### src/hw/rtl/rfsr_pkg.sv
// shared types, widths and codes of the rotating file sequence ring
package rfsr_pkg;

  localparam int FUNC_W        = 3;
  localparam int SEQ_W         = 64;
  localparam int IDX_W         = 4;
  localparam int CNT_W         = 5;
  localparam int PTR_OUT_W     = 4;
  localparam int DEF_MAX_FILES = 16;

  localparam logic [SEQ_W-1:0] SEQ_NONE = {SEQ_W{1'b1}};

  // operation selector codes
  localparam logic [FUNC_W-1:0] FN_CLEAR     = 3'd0;
  localparam logic [FUNC_W-1:0] FN_ROT_READ  = 3'd1;
  localparam logic [FUNC_W-1:0] FN_ROT_WRITE = 3'd2;
  localparam logic [FUNC_W-1:0] FN_COMMIT    = 3'd3;
  localparam logic [FUNC_W-1:0] FN_QUERY     = 3'd4;

  typedef enum logic [1:0] {
    ST_IDLE,
    ST_MOD,
    ST_READ,
    ST_EXEC
  } state_t;

  // controller to datapath
  typedef struct packed {
    logic accept;
    logic mod_start;
    logic rd_issue;
    logic rd_use_mod;
    logic exec;
  } ctrl_cmd_t;

  // datapath to controller
  typedef struct packed {
    logic need_mod;
    logic mod_done;
  } dp_stat_t;

endpackage

### src/hw/rtl/rotating_file_sequence_ring.sv
// top level of the rotating file sequence ring
//
//   channel  direction  handshake             payload
//   in_      input      in_valid / in_stall    in_func, in_seq, in_file_index
//   out_     output     out_valid / out_stall  in_file, index_error, seq head/tail, read/tail file
//   cfg_     input      cfg_valid / cfg_ready  cfg_data (file count)
//
// an item runs transfer and slot read, then execute and result load
// a rotate write whose write head sits at or past a lowered file count first waits on
//   the bit-serial remainder unit (MOD_W = 6 at 16 files), then reads its slots
// synchronous active-low reset; every slot reads as empty through its valid bit
// a new item is taken while the previous result waits under out_stall
// a stalled result holds the execute step until the result register frees
module rotating_file_sequence_ring #(
  parameter int MAX_FILES = rfsr_pkg::DEF_MAX_FILES
) (
  input  logic                           clk,
  input  logic                           rst_n,
  // configuration write
  input  logic                           cfg_valid,
  output logic                           cfg_ready,
  input  logic [rfsr_pkg::CNT_W-1:0]     cfg_data,
  // input items
  input  logic                           in_valid,
  output logic                           in_stall,
  input  logic [rfsr_pkg::FUNC_W-1:0]    in_func,
  input  logic [rfsr_pkg::SEQ_W-1:0]     in_seq,
  input  logic [rfsr_pkg::IDX_W-1:0]     in_file_index,
  // result items
  output logic                           out_valid,
  input  logic                           out_stall,
  output logic                           out_in_file,
  output logic                           out_index_error,
  output logic [rfsr_pkg::SEQ_W-1:0]     out_seq_head_out,
  output logic [rfsr_pkg::SEQ_W-1:0]     out_seq_tail_out,
  output logic [rfsr_pkg::PTR_OUT_W-1:0] out_read_file_out,
  output logic [rfsr_pkg::PTR_OUT_W-1:0] out_tail_file_out
);
  import rfsr_pkg::*;

  ctrl_cmd_t cmd;
  dp_stat_t  stat;

  // user changes file count only between items (unenforced); port always open
  assign cfg_ready = 1'b1;

  // sequencer: owns the input and output handshakes and the result valid flag
  rfsr_ctrl u_ctrl (
    .clk       (clk),
    .rst_n     (rst_n),
    .in_valid  (in_valid),
    .in_stall  (in_stall),
    .out_valid (out_valid),
    .out_stall (out_stall),
    .stat      (stat),
    .cmd       (cmd)
  );

  // ring state, slot memories and result payload
  rfsr_dpath #(
    .MAX_FILES (MAX_FILES)
  ) u_dpath (
    .clk               (clk),
    .rst_n             (rst_n),
    .cmd               (cmd),
    .stat              (stat),
    .cfg_we            (cfg_valid && cfg_ready),
    .cfg_data          (cfg_data),
    .in_func           (in_func),
    .in_seq            (in_seq),
    .in_file_index     (in_file_index),
    .out_in_file       (out_in_file),
    .out_index_error   (out_index_error),
    .out_seq_head_out  (out_seq_head_out),
    .out_seq_tail_out  (out_seq_tail_out),
    .out_read_file_out (out_read_file_out),
    .out_tail_file_out (out_tail_file_out)
  );

endmodule

### src/hw/rtl/rfsr_mod.sv
// restoring remainder unit, one quotient bit per cycle
module rfsr_mod #(
  parameter int W = 6
) (
  input  logic         clk,
  input  logic         rst_n,
  input  logic         start,
  input  logic [W-1:0] dividend,
  input  logic [W-1:0] divisor,
  output logic         done,
  output logic [W-1:0] rem
);
  localparam int CW = $clog2(W + 1);

  logic [W-1:0]  q_r;
  logic [W-1:0]  r_r;
  logic [CW-1:0] n_r;
  logic          act_r;
  logic [W-1:0]  trial;
  logic [W-1:0]  r_step;

  // remainder stays below the divisor, so its top bit is free
  assign trial  = {r_r[W-2:0], q_r[W-1]};
  assign r_step = (trial >= divisor) ? (trial - divisor) : trial;
  assign done   = act_r && (n_r == '0);
  assign rem    = r_r;

  always_ff @(posedge clk) begin
    if (!rst_n) begin
      act_r <= 1'b0;
      n_r   <= '0;
    end else if (start) begin
      act_r <= 1'b1;
      n_r   <= CW'(W);
    end else if (act_r) begin
      if (n_r != '0) begin
        n_r <= n_r - CW'(1);
      end else begin
        act_r <= 1'b0;
      end
    end
  end

  always_ff @(posedge clk) begin
    if (start) begin
      q_r <= dividend;
      r_r <= '0;
    end else if (act_r && (n_r != '0)) begin
      q_r <= {q_r[W-2:0], 1'b0};
      r_r <= r_step;
    end
  end

endmodule

### src/hw/rtl/rfsr_dpath.sv
// datapath: pointers, overall sequence range, slot memories and result register
module rfsr_dpath #(
  parameter int MAX_FILES = rfsr_pkg::DEF_MAX_FILES
) (
  input  logic                           clk,
  input  logic                           rst_n,
  input  rfsr_pkg::ctrl_cmd_t            cmd,
  output rfsr_pkg::dp_stat_t             stat,
  input  logic                           cfg_we,
  input  logic [rfsr_pkg::CNT_W-1:0]     cfg_data,
  input  logic [rfsr_pkg::FUNC_W-1:0]    in_func,
  input  logic [rfsr_pkg::SEQ_W-1:0]     in_seq,
  input  logic [rfsr_pkg::IDX_W-1:0]     in_file_index,
  output logic                           out_in_file,
  output logic                           out_index_error,
  output logic [rfsr_pkg::SEQ_W-1:0]     out_seq_head_out,
  output logic [rfsr_pkg::SEQ_W-1:0]     out_seq_tail_out,
  output logic [rfsr_pkg::PTR_OUT_W-1:0] out_read_file_out,
  output logic [rfsr_pkg::PTR_OUT_W-1:0] out_tail_file_out
);
  import rfsr_pkg::*;

  localparam int PTR_W = (MAX_FILES > 1) ? $clog2(MAX_FILES) : 1;
  localparam int MOD_W = ((PTR_W > CNT_W) ? PTR_W : CNT_W) + 1;

  logic [CNT_W-1:0]     fcount_r;
  logic [MOD_W-1:0]     cnt;
  logic                 cnt_nz;

  logic [PTR_W-1:0]     rp_r, rp_nxt;
  logic [PTR_W-1:0]     wp_r, wp_nxt;
  logic [PTR_W-1:0]     tp_r, tp_nxt;
  logic [SEQ_W-1:0]     head_r, head_nxt;
  logic [SEQ_W-1:0]     tail_r, tail_nxt;
  logic [MAX_FILES-1:0] valid_r, valid_nxt;

  logic [SEQ_W-1:0]     first_mem [MAX_FILES];
  logic [SEQ_W-1:0]     last_mem  [MAX_FILES];

  logic [FUNC_W-1:0]    func_r;
  logic [SEQ_W-1:0]     seq_r;
  logic [IDX_W-1:0]     idx_r;
  logic [PTR_W-1:0]     w_new_r, t_new_r;
  logic [SEQ_W-1:0]     first_rd_r, last_rd_r;
  logic                 fv_r, lv_r;

  logic [MOD_W-1:0]     wp_inc, w_cand_inc, mod_rem;
  logic                 mod_done;
  logic [PTR_W-1:0]     w_fast, w_cand, t_cand, idx_slot, fa, la;
  logic [FUNC_W-1:0]    rd_func;
  logic [SEQ_W-1:0]     first_q, last_q, first_wr;
  logic                 mem_we, in_file_c, err_c;

  // result register
  logic                 in_file_r, err_r;
  logic [SEQ_W-1:0]     ohead_r, otail_r;
  logic [PTR_OUT_W-1:0] orp_r, otp_r;

  assign cnt    = (MOD_W'(fcount_r) > MOD_W'(MAX_FILES)) ? MOD_W'(MAX_FILES)
                                                         : MOD_W'(fcount_r);
  assign cnt_nz = (cnt != '0);

  // write head advance when it already sits below the count
  assign wp_inc = MOD_W'(wp_r) + MOD_W'(1);
  assign w_fast = (wp_inc == cnt) ? '0 : PTR_W'(wp_inc);

  assign stat = '{need_mod: (in_func == FN_ROT_WRITE) && cnt_nz && (MOD_W'(wp_r) >= cnt),
                  mod_done: mod_done};

  rfsr_mod #(
    .W (MOD_W)
  ) u_mod (
    .clk      (clk),
    .rst_n    (rst_n),
    .start    (cmd.mod_start),
    .dividend (wp_inc),
    .divisor  (cnt),
    .done     (mod_done),
    .rem      (mod_rem)
  );

  // read addresses for the slots that the operation looks at
  always_comb begin
    w_cand     = cmd.rd_use_mod ? PTR_W'(mod_rem) : w_fast;
    w_cand_inc = MOD_W'(w_cand) + MOD_W'(1);
    // tail pushed only when the new write slot lands on it
    if (tp_r == w_cand) begin
      t_cand = (w_cand_inc == cnt) ? '0 : PTR_W'(w_cand_inc);
    end else begin
      t_cand = tp_r;
    end
    idx_slot = (MOD_W'(in_file_index) < MOD_W'(MAX_FILES)) ? PTR_W'(in_file_index) : '0;
    rd_func  = cmd.rd_use_mod ? FN_ROT_WRITE : in_func;
    case (rd_func)
      FN_ROT_WRITE: begin
        fa = cnt_nz ? t_cand : wp_r;
        la = cnt_nz ? w_cand : wp_r;
      end
      FN_COMMIT: begin
        fa = wp_r;
        la = wp_r;
      end
      default: begin
        fa = idx_slot;
        la = idx_slot;
      end
    endcase
  end

  // operation execution
  always_comb begin
    first_q   = fv_r ? first_rd_r : SEQ_NONE;
    last_q    = lv_r ? last_rd_r : SEQ_NONE;
    first_wr  = (first_q == SEQ_NONE) ? seq_r : first_q;
    rp_nxt    = rp_r;
    wp_nxt    = wp_r;
    tp_nxt    = tp_r;
    head_nxt  = head_r;
    tail_nxt  = tail_r;
    valid_nxt = valid_r;
    mem_we    = 1'b0;
    in_file_c = 1'b0;
    err_c     = 1'b0;
    if (cmd.exec) begin
      case (func_r)
        FN_CLEAR: begin
          rp_nxt    = '0;
          wp_nxt    = '0;
          tp_nxt    = '0;
          head_nxt  = SEQ_NONE;
          tail_nxt  = SEQ_NONE;
          valid_nxt = '0;
        end
        FN_ROT_READ: begin
          if (cnt_nz) begin
            rp_nxt = wp_r;
          end
        end
        FN_ROT_WRITE: begin
          if (cnt_nz) begin
            wp_nxt = w_new_r;
            tp_nxt = t_new_r;
            if (last_q != SEQ_NONE) begin
              tail_nxt = first_q;
            end
            valid_nxt[w_new_r] = 1'b0;
          end
        end
        FN_COMMIT: begin
          head_nxt = seq_r;
          if (tail_r == SEQ_NONE) begin
            tail_nxt = seq_r;
          end
          if (cnt_nz) begin
            mem_we          = 1'b1;
            valid_nxt[wp_r] = 1'b1;
          end
        end
        FN_QUERY: begin
          if (!cnt_nz) begin
            in_file_c = 1'b1;
          end else if (MOD_W'(idx_r) >= cnt) begin
            err_c = 1'b1;
          end else if (seq_r != SEQ_NONE) begin
            in_file_c = (seq_r >= first_q) && (seq_r <= last_q);
          end
        end
        default: begin
        end
      endcase
    end
  end

  always_ff @(posedge clk) begin
    if (!rst_n) begin
      fcount_r <= '0;
      rp_r     <= '0;
      wp_r     <= '0;
      tp_r     <= '0;
      head_r   <= SEQ_NONE;
      tail_r   <= SEQ_NONE;
      valid_r  <= '0;
    end else begin
      if (cfg_we) begin
        fcount_r <= cfg_data;
      end
      rp_r    <= rp_nxt;
      wp_r    <= wp_nxt;
      tp_r    <= tp_nxt;
      head_r  <= head_nxt;
      tail_r  <= tail_nxt;
      valid_r <= valid_nxt;
    end
  end

  always_ff @(posedge clk) begin
    if (cmd.accept) begin
      func_r <= in_func;
      seq_r  <= in_seq;
      idx_r  <= in_file_index;
    end
    if (cmd.rd_issue) begin
      w_new_r <= w_cand;
      t_new_r <= t_cand;
      fv_r    <= valid_r[fa];
      lv_r    <= valid_r[la];
    end
  end

  always_ff @(posedge clk) begin
    if (mem_we) begin
      first_mem[wp_r] <= first_wr;
    end
    if (cmd.rd_issue) begin
      first_rd_r <= first_mem[fa];
    end
  end

  always_ff @(posedge clk) begin
    if (mem_we) begin
      last_mem[wp_r] <= seq_r;
    end
    if (cmd.rd_issue) begin
      last_rd_r <= last_mem[la];
    end
  end

  always_ff @(posedge clk) begin
    if (cmd.exec) begin
      in_file_r <= in_file_c;
      err_r     <= err_c;
      ohead_r   <= head_nxt;
      otail_r   <= tail_nxt;
      orp_r     <= PTR_OUT_W'(rp_nxt);
      otp_r     <= PTR_OUT_W'(tp_nxt);
    end
  end

  assign out_in_file       = in_file_r;
  assign out_index_error   = err_r;
  assign out_seq_head_out  = ohead_r;
  assign out_seq_tail_out  = otail_r;
  assign out_read_file_out = orp_r;
  assign out_tail_file_out = otp_r;

endmodule

### src/hw/rtl/rfsr_ctrl.sv
// controller: sequences accept, slot read, remainder wait and execute
module rfsr_ctrl (
  input  logic                clk,
  input  logic                rst_n,
  input  logic                in_valid,
  output logic                in_stall,
  output logic                out_valid,
  input  logic                out_stall,
  input  rfsr_pkg::dp_stat_t  stat,
  output rfsr_pkg::ctrl_cmd_t cmd
);
  import rfsr_pkg::*;

  state_t state_r, state_nxt;
  logic   out_valid_r, out_valid_nxt;
  logic   exec_ok;

  assign exec_ok = (state_r == ST_EXEC) && (!out_valid_r || !out_stall);

  always_comb begin
    state_nxt = state_r;
    case (state_r)
      ST_IDLE: begin
        if (in_valid) begin
          state_nxt = stat.need_mod ? ST_MOD : ST_EXEC;
        end
      end
      ST_MOD: begin
        if (stat.mod_done) begin
          state_nxt = ST_READ;
        end
      end
      ST_READ: begin
        state_nxt = ST_EXEC;
      end
      ST_EXEC: begin
        if (exec_ok) begin
          state_nxt = ST_IDLE;
        end
      end
      default: begin
        state_nxt = ST_IDLE;
      end
    endcase
  end

  always_comb begin
    in_stall       = (state_r != ST_IDLE);
    cmd.accept     = (state_r == ST_IDLE) && in_valid;
    cmd.mod_start  = cmd.accept && stat.need_mod;
    cmd.rd_issue   = (cmd.accept && !stat.need_mod) || (state_r == ST_READ);
    cmd.rd_use_mod = (state_r == ST_READ);
    cmd.exec       = exec_ok;
    if (exec_ok) begin
      out_valid_nxt = 1'b1;
    end else if (out_valid_r && !out_stall) begin
      out_valid_nxt = 1'b0;
    end else begin
      out_valid_nxt = out_valid_r;
    end
  end

  always_ff @(posedge clk) begin
    if (!rst_n) begin
      state_r     <= ST_IDLE;
      out_valid_r <= 1'b0;
    end else begin
      state_r     <= state_nxt;
      out_valid_r <= out_valid_nxt;
    end
  end

  assign out_valid = out_valid_r;

endmodule

### config.mk
export PLATFORM = sky130hd
export DESIGN_NAME = rotating_file_sequence_ring
export DESIGN_NICKNAME = d
export VERILOG_FILES = /design/src/hw/rtl/rfsr_pkg.sv /design/src/hw/rtl/rotating_file_sequence_ring.sv /design/src/hw/rtl/rfsr_mod.sv /design/src/hw/rtl/rfsr_dpath.sv /design/src/hw/rtl/rfsr_ctrl.sv
export SDC_FILE = /design/constraint.sdc
export NUM_CORES = 2
export LEC_CHECK = 0
export BUFFER_PORTS_ARGS = -buffer_cell sky130_fd_sc_hd__buf_2
export CAP_MARGIN = 20
export CORE_AREA = 3 3 459 461
export CTS_BUF_LIST = sky130_fd_sc_hd__clkbuf_8
export DETAILED_ROUTE_END_ITERATION = 6
export DIE_AREA = 0 0 462 464
export GPL_ROUTABILITY_DRIVEN = 0
export PLACE_DENSITY = 0.66
export SKIP_LAST_GASP = 1
export SYNTH_ARGS = -nofsm -noshare
export SYNTH_HDL_FRONTEND = slang
export SYNTH_SLANG_ARGS = --single-unit
### constraint.sdc
create_clock -name clk -period 18.5 [get_ports clk]
set_input_delay 1.85 -clock clk [delete_from_list [all_inputs] [get_ports clk]]
set_output_delay 1.85 -clock clk [all_outputs]
set_load 0.005 [all_outputs]
## Word-level counts from Yosys, hierarchy flattened

Memory sizes are Yosys's and may differ from the RTL's. A register that Yosys moved wholly into a read port is not among the register bits.
Index checks and enable logic that the tools add are counted.

| cells by class | value |
|---|---|
| equal/unequal tests | 22 |
| add/sub/neg operators | 4 |
| reduce and logical (&&, ||, !) cells | 36 |
| muxes and demuxes | 64 |
| bitwise logic cells | 4 |
| order comparisons | 12 |

Operator list:

| kind | count |
|---|---|
| two-way mux 64 bit | 8 |
| one-hot mux 64 bit (3 select lines) | 1 |
| equality test 64 bit, second input constant | 2 |
| inequality test 64 bit, second input constant | 2 |
| one-hot mux 64 bit (2 select lines) | 1 |
| greater-or-equal comparator 64 bit | 1 |
| <= comparator 64 bit | 1 |
| one-hot mux 16 bit (3 select lines) | 1 |
| two-way mux 4 bit | 11 |
| one-hot mux 4 bit (2 select lines) | 5 |
| two-way mux 16 bit | 2 |
| less-than comparator 4 x 5 -> 1 bit, second input constant | 4 |
| two-way mux 1 bit | 18 |
| bitwise AND 16 bit | 1 |
| NOT 16 bit | 1 |
| OR 16 bit | 1 |
| equality test 3 x 2 -> 1 bit, second input constant | 5 |
| equality test 6 bit | 2 |
| greater-or-equal comparator 4 x 6 -> 1 bit | 2 |
| logical AND 1 bit | 12 |
| two-way mux 3 bit | 4 |
| two-way mux 6 bit | 2 |
| nonzero test 2 bit | 6 |
| adder 4 x 1 -> 5 bit, second input constant | 2 |
| other kinds (28) | 47 |

| storage, ports and cells | value |
|---|---|
| RAM bits | 2048 |
| word-level logic and storage cells | 171 |
| input bits | 81 |
| memories kept | 2 |
| output and inout port bits | 141 |
| register bits | 398 |

Memory list:

| name | depth | width | rd ports | clocked after Yosys merged registers in | wr ports | line | text |
|---|---|---|---|---|---|---|---|
| u_dpath.first_mem | 16 | 64 | 1 | 1 | 1 | rfsr_dpath.sv:37 | `logic [SEQ_W-1:0] first_mem [MAX_FILES];` |
| u_dpath.last_mem | 16 | 64 | 1 | 1 | 1 | rfsr_dpath.sv:38 | `logic [SEQ_W-1:0] last_mem [MAX_FILES];` |

## Logic depth before layout (Yosys ltp)

| logic depth | value |
|---|---|
| depth after elaboration | 13 |
| mapped depth | 21 |

## By module

From an unflattened synthesis, not the netlist that was laid out.

| unflattened totals | value |
|---|---|
| cells, all modules | 6229 |
| area total of the unflattened synthesis | 105282.2 um^2 |

Modules (own cells, without submodules):

| module | cells each | sequential area each (um^2) | area an instance (um^2) | instances |
|---|---|---|---|---|
| rfsr_dpath | 6093 | 75142.1 | 104036.0 | 1 |
| rfsr_mod | 104 | 380.4 | 974.7 | 1 |
| rfsr_ctrl | 30 | 60.1 | 260.2 | 1 |
| rotating_file_sequence_ring | 2 | 0.0 | 11.3 | 1 |

## Worst setup path after synthesis

OpenSTA, ideal clock, no wires.

| timing path | value |
|---|---|
| path type | input port to flip-flop |
| from | input port out_stall |
| to | memory u_dpath.first_mem[1][0] (enable) |
| required time | 17.728 ns |
| path buffers | 0 |
| setup slack | 3.424 ns |
| stages | 7 |
| arrival time | 14.304 ns |
| setup time | 0.772 ns |
| path through | nand2_1 -> nand2_1 -> inv_1 -> nand2_1 -> nor2_1 -> nand2_1 -> nor3_1 |

RTL lines:

| item | line | text |
|---|---|---|
| start, declared | rotating_file_sequence_ring.sv:31 | `input logic out_stall,` |
| end, declared | rfsr_dpath.sv:37 |  |

## Worst setup path in the final report

| timing path | value |
|---|---|
| from | register u_dpath.wp_r[0] |
| to | register u_dpath.first_rd_r[62], read port of u_dpath.first_mem, data pin |

| on the way | value |
|---|---|
| cells in the longest elaborated chain, start to end | 10 |
| elaborated cells on any way between the ends | 16 |
| those cells by class | add/sub: 2; order compare: 1; eq/ne: 3; mux: 6; reduce/logical: 4 |

Ends and longest elaborated chain:

| item | line | text |
|---|---|---|
| start, declared | rfsr_dpath.sv:31 | `logic [PTR_W-1:0] wp_r, wp_nxt;` |
| start signal, assigned | rfsr_dpath.sv:188 | `wp_r <= wp_nxt;` |
| adder 4 x 1 -> 5 bit * | rfsr_dpath.sv:64 | `assign wp_inc = MOD_W'(wp_r) + MOD_W'(1);` |
| named net u_dpath.u_mod.dividend[0] | rfsr_mod.sv:8 | `input logic [W-1:0] dividend,` |
| equality test 6 bit | rfsr_dpath.sv:65 | `assign w_fast = (wp_inc == cnt) ? '0 : PTR_W'(wp_inc);` |
| two-way mux 4 bit * | rfsr_dpath.sv:65 |  |
| two-way mux 4 bit * | rfsr_dpath.sv:84 | `w_cand = cmd.rd_use_mod ? PTR_W'(mod_rem) : w_fast;` |
| adder 4 x 1 -> 5 bit | rfsr_dpath.sv:85 | `w_cand_inc = MOD_W'(w_cand) + MOD_W'(1);` |
| equality test 6 bit | rfsr_dpath.sv:88 | `t_cand = (w_cand_inc == cnt) ? '0 : PTR_W'(w_cand_inc);` |
| two-way mux 4 bit | rfsr_dpath.sv:88 |  |
| two-way mux 4 bit * | rfsr_dpath.sv:87 | `if (tp_r == w_cand) begin` |
| two-way mux 4 bit * | rfsr_dpath.sv:96 | `fa = cnt_nz ? t_cand : wp_r;` |
| one-hot mux 4 bit (2 select lines) * | rfsr_dpath.sv:94 | `case (rd_func)` |
| end, declared | rfsr_dpath.sv:44 | `logic [SEQ_W-1:0] first_rd_r, last_rd_r;` |

The timed path passes the listed nets; every way through them passes the cells marked *.
A chain may end at the register's enable or synchronous reset.

==> flow_summary.yaml <==
status:
  outcome: "complete, no violations"
clock_network:
  tritoncts_clock_tree: "yes"
  clock_latency_of_the_later_clocked_register_in_the_worst_skew_pair_ns: 1.09
  tritoncts.num_buffers: 414
  cts.hold.buffers_added: 0
  cts_sinks: 2574
  cts.htree.levels: 5
  ctsLongestPathBuffers: 4
  post_cts.repair.setup_buffers: 0
  cts_root_buf: "sky130_fd_sc_hd__clkbuf_8"
  cts_resized: 0
  clk_transition_reported_paths_ns: 0.06
pwr:
  seq_power_share_pct: 47.0
  power_leakage_nw: 40.3
  power.density_nw_per_um2: 135
  cell_internal_pwr_w: 0.0108
  peakVddDrop_mv: 0.112
  clkPwrFrac_pct: 29.3
  sw_frac_of_total_pct: 31.1
  power.switching_w: 0.00486
  comb_power_share_pct: 23.8
timing:
  finalWorstPathRequiredPeriod_ns: 7.82
  timing.final.crit_share_pct: 42.3
  maxSlewViolCount: 0
  rsz0062_at_grt: "false"
  setup-violations-final: 0
  fin_setup_tns_ns: 0
  slew_headroom_pct: 19.4
  worst_path_setup_slack_after_routing_ns: 10.68
  clock_skew_ns: 0.0778
  timing_hold_violations_final: 0
  worst_pin_slew_ns: 1.21
  achievable-frequency_mhz: 128
floorplan:
  design.die.area_um2: 214000
  die_y_um: 464
  core_um2: 207000
  ios: 222
  initial_utilization_pct: 50.0
  die_width_um: 462
  rows: 167
setup_path:
  critical_path.most_common_cell: "sky130_fd_sc_hd__mux2i_1"
  critical_path_cell_count: 15
  r2r.worst_path.cells: 15
  crit_path_cell_trace: "inv_1, ha_1, xor2_1, or3_1, o22ai_2, mux2i_1, or4_4, or2_2, a211oi_1, or3_4, buf_4, buf_12, mux2i_1, o22ai_1, or4_1"
  cpPeakStageDelay_ns: 0.87
  worst_path_dominant_cell_family: "simple AND/OR/NAND/NOR gates"
  worstSetupStartpointType: "flop"
  critPathLaunch: "u_dpath.wp_r[0]$_SDFFE_PN0P_"
  cp_data_required_time_ns: 19.27
  cp_slowest_cell: "sky130_fd_sc_hd__buf_4"
  crit_path_end: "u_dpath.first_rd_r[62]$_DFFE_PP_"
  regToRegSetupSlack_ns: 10.68
  setup.worst_path.end_class: "flop"
  critical_path.reg2reg.startpoint: "u_dpath.wp_r[0]$_SDFFE_PN0P_"
  cp_max_fo: 165
  setup.worst_path.class: "reg2reg"
  worst-path-buf-inv: 3
  worstPathArrival_ns: 8.59
  worstReg2RegEnd: "u_dpath.first_rd_r[62]$_DFFE_PP_"
drt:
  drc: 0
  totalWireLength_um: 284000
  ant_nets: 0
  drt_pass1_iterations: 5
  vias: 60000
  detail_route.iter0.violations: 7215
  vias_per_cell: 6.29
  detail_route.wl_per_cell_um: 29.8
yosys:
  most_frequent_cell_after_synthesis: "sky130_fd_sc_hd__edfxtp_1"
  syn-instance-count: 6060
  syn_avg_cell_area_um2: 17.1
  asr_flop_ratio_synth_pct: 0
  synth-main-ff-cell: "sky130_fd_sc_hd__edfxtp_1"
  synth_common_cells: "sky130_fd_sc_hd__edfxtp_1 (2401), sky130_fd_sc_hd__mux2i_1 (529), sky130_fd_sc_hd__nor2_1 (322), sky130_fd_sc_hd__o22ai_1 (266), sky130_fd_sc_hd__mux4_2 (260)"
  post-synth-top-area-cell: "sky130_fd_sc_hd__edfxtp_1"
  seq_area_frac_synth_pct: 73.0
  synth_top_cells_by_area: "sky130_fd_sc_hd__edfxtp_1 (70%), sky130_fd_sc_hd__mux4_2 (5.7%), sky130_fd_sc_hd__mux2i_1 (5.1%), sky130_fd_sc_hd__dfxtp_1 (3.3%), sky130_fd_sc_hd__ha_1 (1.9%)"
  postSynthRegisterBits: 2574
  synth_edf_count: 2401
  syn_area_um2: 103000
  yosysTopAreaCellShare_pct: 69.7
  yosys_warnings: 0
  netlist-cell-type-count: 72
  mappedNetlistNets: 6295
cells_and_area:
  register_area_um2: 75600
  layout-drive-gt1-share_pct: 17.9
  multi_input_comb_area_um2: 26300
  synthToLayoutAreaGrowth_pct: 11.9
  fin_nets: 6741
  filler_cell_count: 15800
global_route:
  wire_length_of_the_first_global_routing_pass_um: 407000
  antenna_found_initial: 16
  grt_remaining_overflow: 0
  gr-usage-all-layers_pct: 26.2
  via_count_of_the_first_global_routing_pass: 59400
  maximum_number_of_pins_on_one_net_before_global_route_repair: 166
flow_run:
  max-cap-violations: 0
worst_hold_path:
  hold_class: "reg2reg"
placement:
  dp_hpwl_um: 153000
  preCtsSetupSlack_ns: 10.87
  numPortBuffers: 220
-- worst min path at each step --
stage | from | end | slack [ns] | depth (start not counted)
2_1_floorplan | u_dpath.head_r[0]$_SDFF_PN1_ | u_dpath.head_r[0]$_SDFF_PN1_ | 0.44 | 2
3_3_place_gp | u_dpath.head_r[37]$_SDFF_PN1_ | u_dpath.head_r[37]$_SDFF_PN1_ | 0.47 | 2
3_5_place_dp | u_dpath.head_r[0]$_SDFF_PN1_ | u_dpath.head_r[0]$_SDFF_PN1_ | 0.48 | 2
4_1_cts | u_dpath.head_r[0]$_SDFF_PN1_ | u_dpath.head_r[0]$_SDFF_PN1_ | 0.49 | 2
5_1_grt | u_dpath.head_r[40]$_SDFF_PN1_ | u_dpath.head_r[40]$_SDFF_PN1_ | 0.52 | 2
6_report | u_dpath.head_r[29]$_SDFF_PN1_ | u_dpath.head_r[29]$_SDFF_PN1_ | 0.49 | 2
-- cells by family after synthesis --
family                     synth area share [%]
and+or+nand+nor                            5.83
muxes                                      10.8
buffers and inverters                      1.81
DFF                                        73.0
other                                   0.00362
adders and majority gates                  1.87
xor gates and xnor gates                  0.123
AOI/OAI and AO/OA                          6.53
-- sequential cells by signal, indices dropped and copies added, names as in the netlist, 5 cells and up --
name,flops
u_dpath.head_r,64
u_dpath.fcount_r,5
u_dpath.last_mem,1024
u_dpath.u_mod.rem,5
u_dpath.out_seq_tail_out,64
u_dpath.tail_r,64
u_dpath.valid_r,16
u_dpath.out_seq_head_out,64
u_dpath.first_mem,1024
u_dpath.u_mod.q_r,6
u_dpath.first_rd_r,64
u_dpath.last_rd_r,64
u_dpath.seq_r,64
-- cell usage in the layout (no fill, tap or decap), types with 10 or more instances in the layout --
cell type,netlist,layout
sky130_fd_sc_hd__buf_12,0,12
sky130_fd_sc_hd__nand3_1,81,79
sky130_fd_sc_hd__o22ai_1,266,264
sky130_fd_sc_hd__a221oi_1,132,132
sky130_fd_sc_hd__mux4_2,260,260
sky130_fd_sc_hd__diode_2,0,10
sky130_fd_sc_hd__o211ai_1,67,67
sky130_fd_sc_hd__clkbuf_8,0,452
sky130_fd_sc_hd__nand2b_1,92,89
sky130_fd_sc_hd__a21o_1,51,51
sky130_fd_sc_hd__nand2_1,127,126
sky130_fd_sc_hd__or4_1,97,97
sky130_fd_sc_hd__a211oi_1,78,78
sky130_fd_sc_hd__nor2b_1,150,150
sky130_fd_sc_hd__inv_1,32,167
sky130_fd_sc_hd__bufinv_16,0,12
sky130_fd_sc_hd__nor2_1,322,306
sky130_fd_sc_hd__buf_2,11,219
sky130_fd_sc_hd__nor2_4,0,16
sky130_fd_sc_hd__a31oi_1,72,72
sky130_fd_sc_hd__mux2i_1,529,529
sky130_fd_sc_hd__o21a_1,29,28
sky130_fd_sc_hd__nand4_1,65,65
sky130_fd_sc_hd__edfxtp_1,2401,2401
sky130_fd_sc_hd__buf_6,43,10
sky130_fd_sc_hd__nor3_1,17,14
sky130_fd_sc_hd__ha_1,153,153
sky130_fd_sc_hd__and2_1,143,143
sky130_fd_sc_hd__clkinv_1,0,80
sky130_fd_sc_hd__a21oi_1,145,143
sky130_fd_sc_hd__buf_4,13,146
sky130_fd_sc_hd__clkinv_2,0,48
sky130_fd_sc_hd__o21ai_0,44,44
sky130_fd_sc_hd__o31ai_1,67,66
sky130_fd_sc_hd__dfxtp_1,173,173
sky130_fd_sc_hd__nor4_1,21,21
-- power by group through the flow --
stage	Combinational, W	Clock (W)	Sequential [W]
2_1_floorplan	0.00239	0	0.00748
3_3_place_gp	0.00357	0	0.00746
3_5_place_dp	0.00364	0	0.00746
4_1_cts	0.00365	0.00465	0.00734
5_1_grt	0.00398	0.00492	0.00736
6_report	0.00372	0.00458	0.00735
-- layout make-up --
| type | count | share of cell area, % |
|---|---|---|
| sequential | 2574 | 65.3 |
| multi-input combinational | 3090 | 22.8 |
| clock buffer | 447 | 5.32 |
| tap | 2704 | 2.92 |
| timing repair buffer | 392 | 2.26 |
| clock inverter | 287 | 1.29 |
| inverter | 34 | 0.130 |
| antenna | 10 | 0.0216 |
-- through the flow --
step	cells	utilization [%]	hold slack (ns)	cell area (um^2)	power [W]
after detailed placement	8775	52.1	0.478	108000	0.0111
after CTS	9509	55.8	0.495	115000	0.0156
after global placement	8774	52.1	0.471	108000	0.0110
final	9538	55.9	0.490	116000	0.0157
after floorplan	6060	-	0.445	103000	0.00987
after global routing	9533	55.9	0.517	116000	0.0163
-- tightest hold or removal path, stage by stage, from the launching register on --
cell	delay, ns
sky130_fd_sc_hd__dfxtp_1	0.31
sky130_fd_sc_hd__mux2i_1	0.08
sky130_fd_sc_hd__nand3_1	0.08
-- layer usage --
layer / vias up / share of wire (%) / global-route usage [%]
met2: 3183 / 48 / 41.6
met5: - / 0.0046 / 0
met3: 644 / 8.6 / 4.59
met4: 2 / 4.9 / 12.7
li1: 25400 / - / -
met1: 30700 / 39 / 35.0
(Power assumes the default switching activity.)
